$ cat src/hdl/assert_macros.svh
// Assertion macros shared by the formatter modules.
// Needs clk_i and rst_ni in the scope where a macro is used.
`ifndef ASSERT_MACROS_SVH
`define ASSERT_MACROS_SVH
`ifndef SYNTHESIS
// Implication or any other property, checked on every rising clock edge.
`define FSIF_ASSERT(lbl, prop, msg) \
  lbl: assert property (@(posedge clk_i) disable iff (!rst_ni) (prop)) else $error(msg);
// A condition that must never be true on a rising clock edge.
`define FSIF_NEVER(lbl, cond, msg) \
  lbl: assert property (@(posedge clk_i) disable iff (!rst_ni) !(cond)) else $error(msg);
`else
`define FSIF_ASSERT(lbl, prop, msg)
`define FSIF_NEVER(lbl, cond, msg)
`endif
`endif

$ cat src/hdl/fsif_pkg.sv
// Types, character codes and helper functions for the integer formatter.
// No dependencies; used by every module of the block.
`timescale 1ns / 1ps

package fsif_pkg;

  localparam logic [7:0] CH_PERCENT = 8'h25;
  localparam logic [7:0] CH_MINUS   = 8'h2d;
  localparam logic [7:0] CH_LOW_H   = 8'h68;
  localparam logic [7:0] CH_LOW_L   = 8'h6c;
  localparam logic [7:0] CH_LOW_C   = 8'h63;
  localparam logic [7:0] CH_LOW_D   = 8'h64;
  localparam logic [7:0] CH_LOW_I   = 8'h69;
  localparam logic [7:0] CH_LOW_U   = 8'h75;
  localparam logic [7:0] CH_LOW_X   = 8'h78;
  localparam logic [7:0] CH_UP_X    = 8'h58;
  localparam logic [7:0] CH_LOW_P   = 8'h70;
  localparam logic [7:0] CH_LOW_O   = 8'h6f;
  localparam logic [7:0] CH_LOW_B   = 8'h62;
  localparam logic [7:0] CH_UP_B    = 8'h42;

  // Width of the BCD register: 20 decimal digits cover any 64-bit value.
  localparam int unsigned BCD_W = 80;
  localparam int unsigned BCD_DIGITS = BCD_W / 4;

  // Depth of the command queue between the parser and the digit engine.
  localparam int unsigned FIFO_DEPTH = 2;

  typedef enum logic [0:0] {
    CMD_CHAR = 1'b0,
    CMD_NUM  = 1'b1
  } cmd_kind_e;

  typedef enum logic [1:0] {
    RAD_DEC = 2'd0,
    RAD_HEX = 2'd1,
    RAD_OCT = 2'd2,
    RAD_BIN = 2'd3
  } radix_e;

  typedef struct packed {
    cmd_kind_e   kind;
    logic [7:0]  ch;
    logic [63:0] mag;
    logic        neg;
    logic        wide;
    radix_e      radix;
  } cmd_t;

  // Lowercase hex digit character for a digit value.
  function automatic logic [7:0] digit_char(input logic [3:0] d);
    logic [7:0] c;
    if (d < 4'd10) begin
      c = 8'h30 + {4'b0000, d};
    end else begin
      c = 8'h57 + {4'b0000, d};
    end
    return c;
  endfunction

endpackage

$ cat src/hdl/fsif_front.sv
// Format parser: tracks the conversion spec and turns each format character
// into an output command. Depends on fsif_pkg.
`timescale 1ns / 1ps

module fsif_front (
  input  logic               clk_i,
  input  logic               rst_ni,
  input  logic               accept_i,
  input  logic [7:0]         fmt_char_i,
  input  logic [63:0]        arg_value_i,
  output logic               push_o,
  output fsif_pkg::cmd_t     cmd_o
);

  typedef enum logic [4:0] {
    PH_TEXT  = 5'b00001,
    PH_PCT   = 5'b00010,
    PH_H     = 5'b00100,
    PH_L     = 5'b01000,
    PH_FINAL = 5'b10000
  } phase_e;

  phase_e phase_q, phase_d;
  logic   wide_q, wide_d;
  logic   is_letter;
  logic   has_cmd;
  logic   sgn;
  logic   neg;
  logic [63:0] mag;
  logic [31:0] low_neg;

  // Magnitude and sign of the argument at the current length.
  always_comb begin
    low_neg = 32'd0 - arg_value_i[31:0];
    neg = 1'b0;
    mag = '0;
    if (wide_q) begin
      neg = sgn & arg_value_i[63];
      mag = neg ? (64'd0 - arg_value_i) : arg_value_i;
    end else begin
      neg = sgn & arg_value_i[31];
      mag = {32'd0, neg ? low_neg : arg_value_i[31:0]};
    end
  end

  always_comb begin
    phase_d   = phase_q;
    wide_d    = wide_q;
    is_letter = 1'b0;
    case (phase_q)
      PH_PCT: begin
        if (fmt_char_i == fsif_pkg::CH_LOW_H) begin
          phase_d = PH_H;
        end else if (fmt_char_i == fsif_pkg::CH_LOW_L) begin
          phase_d = PH_L;
        end else begin
          is_letter = 1'b1;
        end
      end
      PH_H: begin
        if (fmt_char_i == fsif_pkg::CH_LOW_H) begin
          phase_d = PH_FINAL;
        end else begin
          is_letter = 1'b1;
        end
      end
      PH_L: begin
        if (fmt_char_i == fsif_pkg::CH_LOW_L) begin
          phase_d = PH_FINAL;
          wide_d  = 1'b1;
        end else begin
          is_letter = 1'b1;
        end
      end
      PH_FINAL: begin
        is_letter = 1'b1;
      end
      default: begin
        if (fmt_char_i == fsif_pkg::CH_PERCENT) begin
          phase_d = PH_PCT;
          wide_d  = 1'b0;
        end else begin
          phase_d = PH_TEXT;
        end
      end
    endcase
    if (is_letter) begin
      phase_d = PH_TEXT;
      wide_d  = 1'b0;
    end
  end

  // Command built from the character.
  always_comb begin
    has_cmd     = 1'b0;
    sgn         = 1'b0;
    cmd_o.kind  = fsif_pkg::CMD_CHAR;
    cmd_o.ch    = fmt_char_i;
    cmd_o.radix = fsif_pkg::RAD_DEC;
    cmd_o.wide  = wide_q;
    if (!is_letter) begin
      has_cmd = (phase_q != PH_PCT) && (phase_q != PH_H) && (phase_q != PH_L)
                && (phase_q != PH_FINAL) && (fmt_char_i != fsif_pkg::CH_PERCENT);
    end else begin
      case (fmt_char_i)
        fsif_pkg::CH_LOW_C: begin
          has_cmd  = 1'b1;
          cmd_o.ch = arg_value_i[7:0];
        end
        fsif_pkg::CH_PERCENT: begin
          has_cmd  = 1'b1;
          cmd_o.ch = fsif_pkg::CH_PERCENT;
        end
        fsif_pkg::CH_LOW_D, fsif_pkg::CH_LOW_I: begin
          has_cmd    = 1'b1;
          sgn        = 1'b1;
          cmd_o.kind = fsif_pkg::CMD_NUM;
        end
        fsif_pkg::CH_LOW_U: begin
          has_cmd    = 1'b1;
          cmd_o.kind = fsif_pkg::CMD_NUM;
        end
        fsif_pkg::CH_LOW_X, fsif_pkg::CH_UP_X, fsif_pkg::CH_LOW_P: begin
          has_cmd     = 1'b1;
          cmd_o.kind  = fsif_pkg::CMD_NUM;
          cmd_o.radix = fsif_pkg::RAD_HEX;
        end
        fsif_pkg::CH_LOW_O: begin
          has_cmd     = 1'b1;
          cmd_o.kind  = fsif_pkg::CMD_NUM;
          cmd_o.radix = fsif_pkg::RAD_OCT;
        end
        fsif_pkg::CH_LOW_B, fsif_pkg::CH_UP_B: begin
          has_cmd     = 1'b1;
          cmd_o.kind  = fsif_pkg::CMD_NUM;
          cmd_o.radix = fsif_pkg::RAD_BIN;
        end
        default: begin
          has_cmd = 1'b0;
        end
      endcase
    end
    cmd_o.mag = mag;
    cmd_o.neg = neg;
  end

  assign push_o = accept_i & has_cmd;

  always_ff @(posedge clk_i or negedge rst_ni) begin
    if (!rst_ni) begin
      phase_q <= PH_TEXT;
      wide_q  <= 1'b0;
    end else if (accept_i) begin
      phase_q <= phase_d;
      wide_q  <= wide_d;
    end
  end

endmodule

$ cat src/hdl/fsif_fifo.sv
// Short command queue between the parser and the digit engine.
// Depends on fsif_pkg for the command type and depth.
`timescale 1ns / 1ps
`include "assert_macros.svh"

module fsif_fifo (
  input  logic            clk_i,
  input  logic            rst_ni,
  input  logic            push_i,
  input  fsif_pkg::cmd_t  push_data_i,
  output logic            full_o,
  input  logic            pop_i,
  output logic            valid_o,
  output fsif_pkg::cmd_t  data_o
);

  localparam int unsigned PW = $clog2(fsif_pkg::FIFO_DEPTH);
  localparam int unsigned CW = $clog2(fsif_pkg::FIFO_DEPTH + 1);

  fsif_pkg::cmd_t entry_q [fsif_pkg::FIFO_DEPTH];
  logic [PW-1:0] wr_ptr_q, rd_ptr_q;
  logic [CW-1:0] count_q;

  assign full_o  = (count_q == CW'(fsif_pkg::FIFO_DEPTH));
  assign valid_o = (count_q != '0);
  assign data_o  = entry_q[rd_ptr_q];

  function automatic logic [PW-1:0] ptr_inc(input logic [PW-1:0] p);
    logic [PW-1:0] n;
    if (p == PW'(fsif_pkg::FIFO_DEPTH - 1)) begin
      n = '0;
    end else begin
      n = p + PW'(1);
    end
    return n;
  endfunction

  always_ff @(posedge clk_i) begin
    if (push_i) begin
      entry_q[wr_ptr_q] <= push_data_i;
    end
  end

  always_ff @(posedge clk_i or negedge rst_ni) begin
    if (!rst_ni) begin
      wr_ptr_q <= '0;
      rd_ptr_q <= '0;
      count_q  <= '0;
    end else begin
      if (push_i) begin
        wr_ptr_q <= ptr_inc(wr_ptr_q);
      end
      if (pop_i) begin
        rd_ptr_q <= ptr_inc(rd_ptr_q);
      end
      if (push_i && !pop_i) begin
        count_q <= count_q + CW'(1);
      end else if (pop_i && !push_i) begin
        count_q <= count_q - CW'(1);
      end
    end
  end

  `FSIF_NEVER(a_no_overflow, push_i && full_o, "fifo push while full")
  `FSIF_NEVER(a_no_underflow, pop_i && !valid_o, "fifo pop while empty")
  `FSIF_ASSERT(a_count_up, (push_i && !pop_i) |=> (count_q == $past(count_q) + CW'(1)),
               "fifo count did not follow a push")

endmodule

$ cat src/hdl/fsif_back.sv
// Digit engine: converts queued commands to characters through a BCD
// converter, a digit store and an output register. Depends on fsif_pkg.
`timescale 1ns / 1ps
`include "assert_macros.svh"

module fsif_back #(
  parameter int unsigned DIGIT_DEPTH = 64
) (
  input  logic            clk_i,
  input  logic            rst_ni,
  input  logic            cmd_valid_i,
  input  fsif_pkg::cmd_t  cmd_i,
  output logic            cmd_pop_o,
  output logic            out_valid_o,
  output logic [7:0]      out_char_o,
  output logic            out_last_o,
  input  logic            out_ready_i
);

  localparam int unsigned AW = $clog2(DIGIT_DEPTH);
  localparam int unsigned CW = $clog2(DIGIT_DEPTH + 1);
  localparam int unsigned BW = fsif_pkg::BCD_W;

  typedef enum logic [5:0] {
    B_IDLE  = 6'b000001,
    B_CONV  = 6'b000010,
    B_SPLIT = 6'b000100,
    B_SIGN  = 6'b001000,
    B_READ  = 6'b010000,
    B_SEND  = 6'b100000
  } back_state_e;

  back_state_e     state_q, state_d;
  logic [63:0]     bin_q, bin_d;
  logic [BW-1:0]   val_q, val_d;
  logic [5:0]      iter_q, iter_d;
  logic [CW-1:0]   cnt_q, cnt_d;
  fsif_pkg::radix_e radix_q, radix_d;
  logic            neg_q, neg_d;

  logic            out_valid_q;
  logic [7:0]      out_char_q;
  logic            out_last_q;
  logic            out_load;
  logic [7:0]      out_char_d;
  logic            out_last_d;
  logic            out_free;

  logic [7:0]      store_q [DIGIT_DEPTH];
  logic [7:0]      rd_data_q;
  logic            wr_en;
  logic [7:0]      wr_char;
  logic            rd_en;
  logic [CW-1:0]   cnt_m1;
  logic [CW-1:0]   cnt_p1;
  logic [BW-1:0]   adj;
  logic [BW-1:0]   val_shr;
  logic [3:0]      digit;

  assign out_free = !out_valid_q || out_ready_i;
  assign cnt_m1   = cnt_q - CW'(1);
  assign cnt_p1   = cnt_q + CW'(1);

  // Add-3 correction on every BCD digit before the shift.
  always_comb begin
    for (int i = 0; i < int'(fsif_pkg::BCD_DIGITS); i++) begin
      adj[i*4 +: 4] = (val_q[i*4 +: 4] >= 4'd5) ? (val_q[i*4 +: 4] + 4'd3) : val_q[i*4 +: 4];
    end
  end

  // Low digit and remaining value for the current radix.
  always_comb begin
    case (radix_q)
      fsif_pkg::RAD_OCT: begin
        digit   = {1'b0, val_q[2:0]};
        val_shr = val_q >> 3;
      end
      fsif_pkg::RAD_BIN: begin
        digit   = {3'b000, val_q[0]};
        val_shr = val_q >> 1;
      end
      default: begin
        digit   = val_q[3:0];
        val_shr = val_q >> 4;
      end
    endcase
  end

  assign wr_char = fsif_pkg::digit_char(digit);

  always_comb begin
    state_d    = state_q;
    bin_d      = bin_q;
    val_d      = val_q;
    iter_d     = iter_q;
    cnt_d      = cnt_q;
    radix_d    = radix_q;
    neg_d      = neg_q;
    cmd_pop_o  = 1'b0;
    out_load   = 1'b0;
    out_char_d = rd_data_q;
    out_last_d = 1'b0;
    wr_en      = 1'b0;
    rd_en      = 1'b0;
    case (state_q)
      B_IDLE: begin
        if (cmd_valid_i) begin
          if (cmd_i.kind == fsif_pkg::CMD_CHAR) begin
            if (out_free) begin
              cmd_pop_o  = 1'b1;
              out_load   = 1'b1;
              out_char_d = cmd_i.ch;
              out_last_d = 1'b1;
            end
          end else begin
            cmd_pop_o = 1'b1;
            radix_d   = cmd_i.radix;
            neg_d     = cmd_i.neg;
            cnt_d     = '0;
            if (cmd_i.radix == fsif_pkg::RAD_DEC) begin
              bin_d   = cmd_i.wide ? cmd_i.mag : {cmd_i.mag[31:0], 32'd0};
              iter_d  = cmd_i.wide ? 6'd63 : 6'd31;
              val_d   = '0;
              state_d = B_CONV;
            end else begin
              val_d   = {{(BW - 64){1'b0}}, cmd_i.mag};
              state_d = B_SPLIT;
            end
          end
        end
      end
      B_CONV: begin
        val_d  = {adj[BW-2:0], bin_q[63]};
        bin_d  = {bin_q[62:0], 1'b0};
        iter_d = iter_q - 6'd1;
        if (iter_q == 6'd0) begin
          state_d = B_SPLIT;
        end
      end
      B_SPLIT: begin
        wr_en = 1'b1;
        val_d = val_shr;
        cnt_d = cnt_p1;
        if ((val_shr == '0) || (cnt_p1 == CW'(DIGIT_DEPTH))) begin
          state_d = neg_q ? B_SIGN : B_READ;
        end
      end
      B_SIGN: begin
        if (out_free) begin
          out_load   = 1'b1;
          out_char_d = fsif_pkg::CH_MINUS;
          state_d    = B_READ;
        end
      end
      B_READ: begin
        rd_en   = 1'b1;
        state_d = B_SEND;
      end
      B_SEND: begin
        if (out_free) begin
          out_load   = 1'b1;
          out_last_d = (cnt_q == CW'(1));
          cnt_d      = cnt_m1;
          state_d    = (cnt_q == CW'(1)) ? B_IDLE : B_READ;
        end
      end
      default: begin
        state_d = B_IDLE;
      end
    endcase
  end

  // Digit store: one write port, one registered read port.
  always_ff @(posedge clk_i) begin
    if (wr_en) begin
      store_q[cnt_q[AW-1:0]] <= wr_char;
    end
    if (rd_en) begin
      rd_data_q <= store_q[cnt_m1[AW-1:0]];
    end
  end

  always_ff @(posedge clk_i) begin
    bin_q   <= bin_d;
    val_q   <= val_d;
    iter_q  <= iter_d;
    radix_q <= radix_d;
    neg_q   <= neg_d;
    if (out_load) begin
      out_char_q <= out_char_d;
      out_last_q <= out_last_d;
    end
  end

  always_ff @(posedge clk_i or negedge rst_ni) begin
    if (!rst_ni) begin
      state_q     <= B_IDLE;
      cnt_q       <= '0;
      out_valid_q <= 1'b0;
    end else begin
      state_q <= state_d;
      cnt_q   <= cnt_d;
      if (out_load) begin
        out_valid_q <= 1'b1;
      end else if (out_ready_i) begin
        out_valid_q <= 1'b0;
      end
    end
  end

  assign out_valid_o = out_valid_q;
  assign out_char_o  = out_char_q;
  assign out_last_o  = out_last_q;

  `FSIF_NEVER(a_send_has_digit, (state_q == B_SEND) && (cnt_q == '0),
              "digit read with empty store")
  `FSIF_NEVER(a_no_overwrite, out_load && out_valid_q && !out_ready_i,
              "output register overwritten while held")
  `FSIF_ASSERT(a_split_bounded, (state_q == B_SPLIT) |-> (cnt_q < CW'(DIGIT_DEPTH)),
               "digit count ran past the store depth")

endmodule

$ cat src/hdl/format_string_integer_formatter_unit.sv
// Top level of the integer formatter: parser, command queue and digit engine.
// Depends on fsif_pkg, fsif_front, fsif_fifo and fsif_back.
`timescale 1ns / 1ps

// Channel   Direction  tdata                                  tlast     tuser
// s_axis    in         [7:0] fmt_char, [71:8] arg_value       -         -
// m_axis    out        [7:0] out_char                         out_last  -
//
// A plain character is queued as a command and then loaded into the output register.
// A decimal number first goes through the shift-and-add-3 BCD converter, which shifts
// in 64 bits (ll) or 32 bits (shorter lengths); every number then goes through the digit
// splitter at one digit per cycle, and its characters leave behind an optional sign,
// each digit through the registered digit store read. Reset is asynchronous and active
// low; the store needs no clearing. The parser runs ahead through a two-entry command
// queue, so length letters and plain text are taken while a number is still converting;
// a stalled m_axis holds the output register, the digit engine wherever it waits to load
// it and, once the queue fills, s_axis_tready.

module format_string_integer_formatter_unit #(
  parameter int unsigned DIGIT_DEPTH = 64
) (
  input  logic        clk_i,
  input  logic        rst_ni,
  input  logic        s_axis_tvalid,
  output logic        s_axis_tready,
  input  logic [71:0] s_axis_tdata,   // [7:0] fmt_char, [71:8] arg_value
  output logic        m_axis_tvalid,
  input  logic        m_axis_tready,
  output logic [7:0]  m_axis_tdata,   // [7:0] out_char
  output logic        m_axis_tlast    // out_last
);

  logic           accept;
  logic           push;
  logic           full;
  logic           pop;
  logic           cmd_valid;
  fsif_pkg::cmd_t push_cmd;
  fsif_pkg::cmd_t cmd;

  // The parser takes an item whenever the queue has room for its command.
  assign s_axis_tready = !full;
  assign accept        = s_axis_tvalid & s_axis_tready;

  fsif_front u_front (
    .clk_i       (clk_i),
    .rst_ni      (rst_ni),
    .accept_i    (accept),
    .fmt_char_i  (s_axis_tdata[7:0]),
    .arg_value_i (s_axis_tdata[71:8]),
    .push_o      (push),
    .cmd_o       (push_cmd)
  );

  fsif_fifo u_fifo (
    .clk_i       (clk_i),
    .rst_ni      (rst_ni),
    .push_i      (push),
    .push_data_i (push_cmd),
    .full_o      (full),
    .pop_i       (pop),
    .valid_o     (cmd_valid),
    .data_o      (cmd)
  );

  // The engine drives m_axis straight from its output register.
  fsif_back #(
    .DIGIT_DEPTH (DIGIT_DEPTH)
  ) u_back (
    .clk_i       (clk_i),
    .rst_ni      (rst_ni),
    .cmd_valid_i (cmd_valid),
    .cmd_i       (cmd),
    .cmd_pop_o   (pop),
    .out_valid_o (m_axis_tvalid),
    .out_char_o  (m_axis_tdata),
    .out_last_o  (m_axis_tlast),
    .out_ready_i (m_axis_tready)
  );

endmodule

$ cat config.mk
export PLATFORM = sky130hd
export DESIGN_NAME = format_string_integer_formatter_unit
export DESIGN_NICKNAME = d
export VERILOG_FILES = /design/src/hdl/fsif_pkg.sv /design/src/hdl/fsif_front.sv /design/src/hdl/fsif_fifo.sv /design/src/hdl/fsif_back.sv /design/src/hdl/format_string_integer_formatter_unit.sv
export VERILOG_INCLUDE_DIRS = /design/src /design/src/hdl
export SDC_FILE = /design/constraint.sdc
export NUM_CORES = 1
export LEC_CHECK = 0
export BUFFER_PORTS_ARGS = -buffer_cell sky130_fd_sc_hd__clkbuf_2
export CAP_MARGIN = 5
export CORE_ASPECT_RATIO = 0.5
export CORE_MARGIN = 4
export CORE_UTILIZATION = 60
export CTS_CLUSTER_SIZE = 30
export DETAILED_ROUTE_END_ITERATION = 12
export PLACE_DENSITY = 0.77
export SYNTH_ARGS = -nofsm -noshare
export SYNTH_HDL_FRONTEND = slang
export SYNTH_SLANG_ARGS = --single-unit
$ cat constraint.sdc
create_clock -name clk_i -period 6.7 [get_ports clk_i]
set_input_delay 0.335 -clock clk_i [delete_from_list [all_inputs] [get_ports clk_i]]
set_output_delay 0.335 -clock clk_i [all_outputs]
set_load 0.005 [all_outputs]
Word level (Yosys, flattened, before mapping)
Memory sizes are Yosys's and may differ from the RTL's. A register that Yosys moved wholly into a read port is not among the register bits.
Cells that the tools add are included.
Storage, ports and cells
  flip-flop bits (word level): 186
  latch bits: 0
  RAM bits: 666
  bits in read-only memories: 0
  bits of input ports: 76
  output and inout bits: 11
  logic and storage cells: 259
  memories: 2
Memories
  u_back.store_q: words 64, bits a word 8, rd ports 1, clocked after memory_dff 1, write ports 1, RTL line fsif_back.sv:49  | logic [7:0] store_q [DIGIT_DEPTH];
  u_fifo.entry_q: words 2, bits a word 77, rd ports 1, clocked after memory_dff 0, write ports 1, RTL line fsif_fifo.sv:20  | fsif_pkg::cmd_t entry_q [fsif_pkg::FIFO_DEPTH];
Cells by class
  add/subtract/negate cells: 31
  multiply operators: 0
  div/mod/pow operators: 0
  order comparisons: 21
  eq/ne operators: 45
  shift operators: 0
  multiplexer cells: 105
  bitwise operators: 4
  reduce and logical (&&, ||, !) cells: 36
Operator list (count)
  two-way mux 64 bit: 7
  case mux 80 bit (3 select lines): 1
  two-way mux 80 bit: 2
  case mux 79 bit (2 select lines): 1
  case mux 64 bit (2 select lines): 1
  equality test 8 x 7 -> 1 bit, second input constant: 12
  greater-or-equal comparator 4 x 3 -> 1 bit, second input constant: 20
  logical NOT 80 bit: 1
  adder 4 x 2 -> 4 bit, second input constant: 19
  two-way mux 4 bit: 19
  subtractor 1 x 64 -> 64 bit, first input constant: 1
  two-way mux 6 bit: 10
  two-way mux 8 bit: 5
  case mux 6 bit (6 select lines): 1
  two-way mux 5 bit: 7
  two-way mux 32 bit: 1
  case mux 8 bit (2 select lines): 2
  subtractor 1 x 32 -> 32 bit, first input constant: 1
  two-way mux 1 bit: 29
  two-way mux 7 bit: 3
  case mux 7 bit (3 select lines): 1
  case mux 5 bit (4 select lines): 1
  != test 2 x 1 -> 1 bit, second input constant: 8
  case mux 6 bit (2 select lines): 1
  55 further kinds: 88

Longest topological paths before layout
  depth after elaboration: 11
  gate-level depth with buffers: 11
  gate-level depth less buffers: 10

Hierarchy
A second synthesis with hierarchy kept.
Unflattened totals
  cell total of the unflattened synthesis: 2737
  area, all modules: 38339.3 µm²
Modules (own cells, without submodules)
  fsif_back: instances 1, cells each 2011, area an instance 29522.1 µm², seq. area each 18879.4 µm²
  fsif_fifo: instances 1, cells each 256, area an instance 5825.6 µm², seq. area each 4724.5 µm²
  fsif_front: instances 1, cells each 468, area an instance 2981.6 µm², seq. area each 151.4 µm²
  format_string_integer_formatter_unit: instances 1, cells each 2, area an instance 10.0 µm², seq. area each 0.0 µm²

Worst setup path after synthesis
OpenSTA, ideal clock, no wires.
  path kind: reg-to-reg
  start: register u_front.phase_q[3]
  end: memory u_fifo.entry_q[0][0] in the netlist's numbering (enable)
  setup time: 0.522 ns
  data arrival time: 5.281 ns
  data required time: 6.178 ns
  path slack: 0.897 ns
  stages on the path, launching flop included: 9
  path buffers: 1
  period minus slack after synthesis: 5.803 ns
  cells stage by stage: dfrtp_1 > clkbuf_1 > nor3b_1 > nand3_1 > a32oi_1 > nor2_1 > a31o_2 > a21oi_1 > nor2b_1
On the way
  word-level cells in the longest chain between the ends: 9
  elaborated cells between the ends (all ways): 17
  classes of those cells: 8 x eq/ne; 4 x mux; 1 x bitwise; 4 x reduce/logical
Ends and longest elaborated chain
  from (decl): RTL line fsif_front.sv:23  | phase_e phase_q, phase_d;
  from (signal assigned): RTL line fsif_front.sv:154  | phase_q <= phase_d;
  != test 5 x 2 -> 1 bit / != test 5 x 3 -> 1 bit (equally long branches): RTL line fsif_front.sv:102  | has_cmd = (phase_q != PH_PCT) && (phase_q != PH_H) && (phase_q != PH_L)
  logical AND 1 bit (2 in a row): RTL line fsif_front.sv:102
  logical AND 1 bit (2 in a row): RTL line fsif_front.sv:103  | && (phase_q != PH_FINAL) && (fmt_char_i != fsif_pkg::CH_PERCENT);
  two-way mux 1 bit (*): RTL line fsif_front.sv:101  | if (!is_letter) begin
  AND 1 bit (*): RTL line fsif_front.sv:147  | assign push_o = accept_i & has_cmd;
  net push: RTL line format_string_integer_formatter_unit.sv:34  | logic push;
  two-way mux 1 bit (*): RTL line fsif_fifo.sv:39  | if (push_i) begin
  two-way mux 1 bit (implied by the code) (*): RTL line fsif_fifo.sv:40  | entry_q[wr_ptr_q] <= push_data_i;
  to (decl): RTL line fsif_fifo.sv:20
The timed path passes the listed nets; every way through them passes the cells marked *.

Worst setup path in the final report
  start: register u_back.cnt_q[0]
  end: register u_back.rd_data_q[1] (read register of u_back.store_q), data pin
On the way
  word-level cells in the longest chain between the ends: 1
Ends and longest elaborated chain
  from (decl): RTL line fsif_back.sv:37  | logic [CW-1:0] cnt_q, cnt_d;
  from (signal assigned): RTL line fsif_back.sv:202  | cnt_q <= cnt_d;
  subtractor 7 x 1 -> 7 bit: RTL line fsif_back.sv:61  | assign cnt_m1 = cnt_q - CW'(1);
  to (decl): RTL line fsif_back.sv:50  | logic [7:0] rd_data_q;
Every way passes these cells.
A chain may end at the register's enable or synchronous reset.

==> summary.md <==
The number of nets in the finished design is 2905, and the power density over the cells is 451 mW/mm^2. The placeable core region was 0.0616 mm^2. In the final layout, the multi-input gates occupy 0.0133 mm^2.

The run gives 0 as the final number of max-transition violations. Of the total power, registers draw 41.3%. The logs give 62.6 ps for the final-layout worst hold slack and 0.379 mV for the peak supply drop. The filler-free cell count of the finished design came out at 3656. For the worst setup path, the data arrival time is 4700 ps.

The detailed placement HPWL is 59400 um, and the slew at the pin closest to its max-slew limit is 1190 ps. Of the available clock period, the critical path in the final layout requires 64.9%. The tool flagged a number of max-cap violations equal to 0. The starting utilization of the core area is 61.0%. The internal portion of the total power is 11.9 mW. In this run the number of H-tree levels came out at 3.

Total power for the finished layout comes to 18.6 mW. Once placement completed, the tool counted placed cells totaling 3533. Setup repair after global routing left no endpoint under its margin.

Synthesis produced a netlist whose cell count is 2687. The average cell area after synthesis was 14.0 um^2. Reported leakage power: 14.0 nW.

The run gives 0 as the number of nets still failing antenna checks after routing. In this run the core area contains 64 standard-cell rows. The initial antenna violation count is 4, and the total of warnings raised by yosys is 0.

Of the post-synthesis cell area, the dominant cell type holds 61.6%. The logs give 63.2% for the post-synthesis sequential area ratio and 0.905 for the weighted congestion reported at the end of routability-driven placement. In the final routed layout, each cell accounts on average for 25.1 um.

The number of hold-slack violations in the final timing report is 0, and the total cell area at the placement stage is 0.0390 mm^2. The first global-routing pass estimated 139000 um of wire. For the portion of total power attributed to combinational logic, the log shows 37.8%. In this run, the clock network consumes 20.9% of the power.

In this run the worst path has a maximum fanout of 48. Once layout is complete, the utilization of the core stands at 66.9%. The net switching component of the power was 6.73 mW; the DRC violation count after routing was 0.

The root buffer cell chosen for the clock tree is sky130_fd_sc_hd__clkbuf_16. The via count of the first global-routing pass was 22800; the final sum of negative setup slack was 0 ps. The run gives 0.0238 mm^2 as the area taken by flip-flops and latches. With fillers left out, the area of the finished cells amounts to 0.0412 mm^2. The setup slack on the worst flop-to-flop path is 2350 ps, and the TritonCTS sink count is 795. Counting along the longest clock path gives a buffer depth of 3. The proportion of layout cells with a drive suffix above 1 was 15.9%. The tightest min-delay check is of the input pin to register type.

Entering global routing, the biggest net connects 164 pins. Dominant cell type by area after synthesis: sky130_fd_sc_hd__edfxtp_1. The relative slew slack is 20.9%. Counting flops with a built-in enable in the synthesized netlist gives 771. The floorplan step set the die width to 362 um. In this run the tool buffered the top-level ports with 86 buffer cells. The number of filler instances in the final layout was 4184; the final critical path time including I/O delays and setup was 4350 ps. The via density per instance works out to 6.49.

The highest clock frequency the design can meet is 230 MHz. The area overhead of the layout relative to synthesis came out at 9.60%. Data required time of the critical path: 7050 ps. Among all flip-flop cells after synthesis, the most frequent one is sky130_fd_sc_hd__edfxtp_1. Net switching is 36.2% of the power. The run finished with clean final reports. Across all layers, the routed design uses 23700 vias.

The logs give 69 for the total clock buffers created by CTS and 76 for the number of distinct library cells after synthesis. The classification of the worst setup path was register to register. After detailed routing, the total wire length is 91900 um. By area the synthesized netlist is led by sky130_fd_sc_hd__edfxtp_1, sky130_fd_sc_hd__mux4_2, sky130_fd_sc_hd__mux2i_1. TritonCTS built the clock tree. After the first detailed-routing iteration, the DRC count stood at 3271. In this run the vertical extent of the chip is 185 um. The synthesized netlist occupies a cell area of 0.0376 mm^2. The worst setup path is captured at a register. In this run the count of I/O pins placed on the die edge is 87.

Across every metal layer, demand over resource in global routing totals 27.5%. Setup violations remaining at the end of the flow were counted as 0. The number of setup buffers added after CTS is 0, and the async set-reset flop share out of synthesis is 3.02%. The die covers 0.0670 mm^2. Before CTS, the worst setup slack after placement is 2280 ps. The tools report the total congestion overflow as 0. The later pin in the worst-skew pair is clocked with a latency of 620 ps. Synthesis inferred 795 register bits.

The clock-pin slew on the worst setup and hold paths was 70 ps. Across all setup checks in the final design, the least slack found is 2350 ps. For the final worst clock skew, the log shows 24.6 ps. The tools report the launching element type of the critical path as a register. The pre-antenna-repair detailed-routing pass consisted of 7 iterations.
Yosys cell counts, drive strengths merged, types with 30 or more instances:
library cell,count
buf,36
clkbuf,123
mux4,147
o31ai,37
a21oi,187
and2,31
mux2i,126
xnor2,65
inv,61
nor2,257
edfxtp,771
nor3b,30
ha,47
xor2,37
o221ai,30
o21ai,162
mux2,42
nand2,175
state kept, by name (all words and copies together), names as in the netlist, 5 cells and up:
register,flops
u_back.store_q,448
u_fifo.entry_q,154
u_back.val_q,80
u_back.bin_q,64
u_back.out_char_o,8
u_back.cnt_q,7
u_back.rd_data_q,7
u_back.iter_q,6
u_back.state_q,6
u_front.phase_q,5
routing by layer:
| layer | vias to the layer above | GRT usage, % | wire length (um) |
|---|---|---|---|
| met2 | 1231 | 45.7 | 45400 |
| met4 | 4 | 9.89 | 3190 |
| met5 | - | 0 | 23 |
| met3 | 202 | 4.98 | 7560 |
| li1 | 10500 | - | - |
| met1 | 11800 | 37.2 | 35700 |
power groups by stage:
stage / clock [mW] / sequential [mW] / combinational (mW)
global placement: 0 / 7.73 / 6.66
global route: 4.15 / 7.78 / 7.58
floorplan: 0 / 7.49 / 5.06
finish: 3.88 / 7.69 / 7.03
CTS: 3.92 / 7.67 / 6.95
detailed placement: 0 / 7.77 / 6.88
cells by family (layout without fill, tap and decap cells):
kind of cell | after synthesis | after routing | synth area share, %
AOI/OAI and AO/OA | 536 | 536 | 8.63
xor gates and xnor gates | 102 | 102 | 2.40
muxes | 315 | 315 | 13.4
and+or+nand+nor | 671 | 671 | 8.54
DFF | 795 | 795 | 63.2
buffers and inverters | 220 | 300 | 2.24
adders and majority gates | 47 | 47 | 1.56
other | 1 | 65 | 0.00998
placed cells by master, fill, tap and decap left out, types with 32 or more instances in the layout:
master                      synthesis  layout
sky130_fd_sc_hd__edfxtp_1         771     771
sky130_fd_sc_hd__nor2_1           257     255
sky130_fd_sc_hd__a21oi_1          187     187
sky130_fd_sc_hd__nand2_1          174     173
sky130_fd_sc_hd__o21ai_0          161     160
sky130_fd_sc_hd__mux4_2           147     147
sky130_fd_sc_hd__mux2i_1          126     125
sky130_fd_sc_hd__clkbuf_2           0      86
sky130_fd_sc_hd__clkbuf_16          0      71
sky130_fd_sc_hd__conb_1             1      64
sky130_fd_sc_hd__xnor2_1           64      62
sky130_fd_sc_hd__inv_1             61      61
sky130_fd_sc_hd__ha_1              47      46
sky130_fd_sc_hd__mux2_2            42      42
sky130_fd_sc_hd__xor2_1            37      37
sky130_fd_sc_hd__o31ai_1           32      32
final timing paths:
path | cells after the start | end | start
max in group asynchronous | 2 | u_back.cnt_q[0] | rst_ni
max reg2reg | 5 | u_back.rd_data_q[1] | u_back.cnt_q[0]
min in group asynchronous | 2 | u_back.cnt_q[5] | rst_ni
min | 2 | u_fifo.entry_q[1][75] | s_axis_tdata[7]
max | 5 | u_back.rd_data_q[1] | u_back.cnt_q[0]
min reg2reg | 1 | u_fifo.count_q[1] | u_fifo.count_q[1]
worst max-delay path, cell delays in order, from the launching register on:
cell	delay (ps)
sky130_fd_sc_hd__dfrtp_4	850
sky130_fd_sc_hd__buf_4	720
sky130_fd_sc_hd__buf_4	820
sky130_fd_sc_hd__mux4_2	620
sky130_fd_sc_hd__mux4_2	520
sky130_fd_sc_hd__mux4_2	480
cell type report:
class	instances	share of cell area, %
diodes	1	0.00607
inverters	61	0.556
clock buffers	92	4.60
multi-input cells	1735	32.4
clock inverters	27	0.513
flip-flops and latches	795	57.7
well taps	825	2.51
repair buffers	120	1.76
timing repair:
| action | 4_1_cts | 5_1_grt |
|---|---|---|
| resized for setup | 0 | 0 |
| hold buffers | 2 | 0 |
| endpoints found under the hold margin | 24 | 0 |
(Power assumes the default switching activity.)
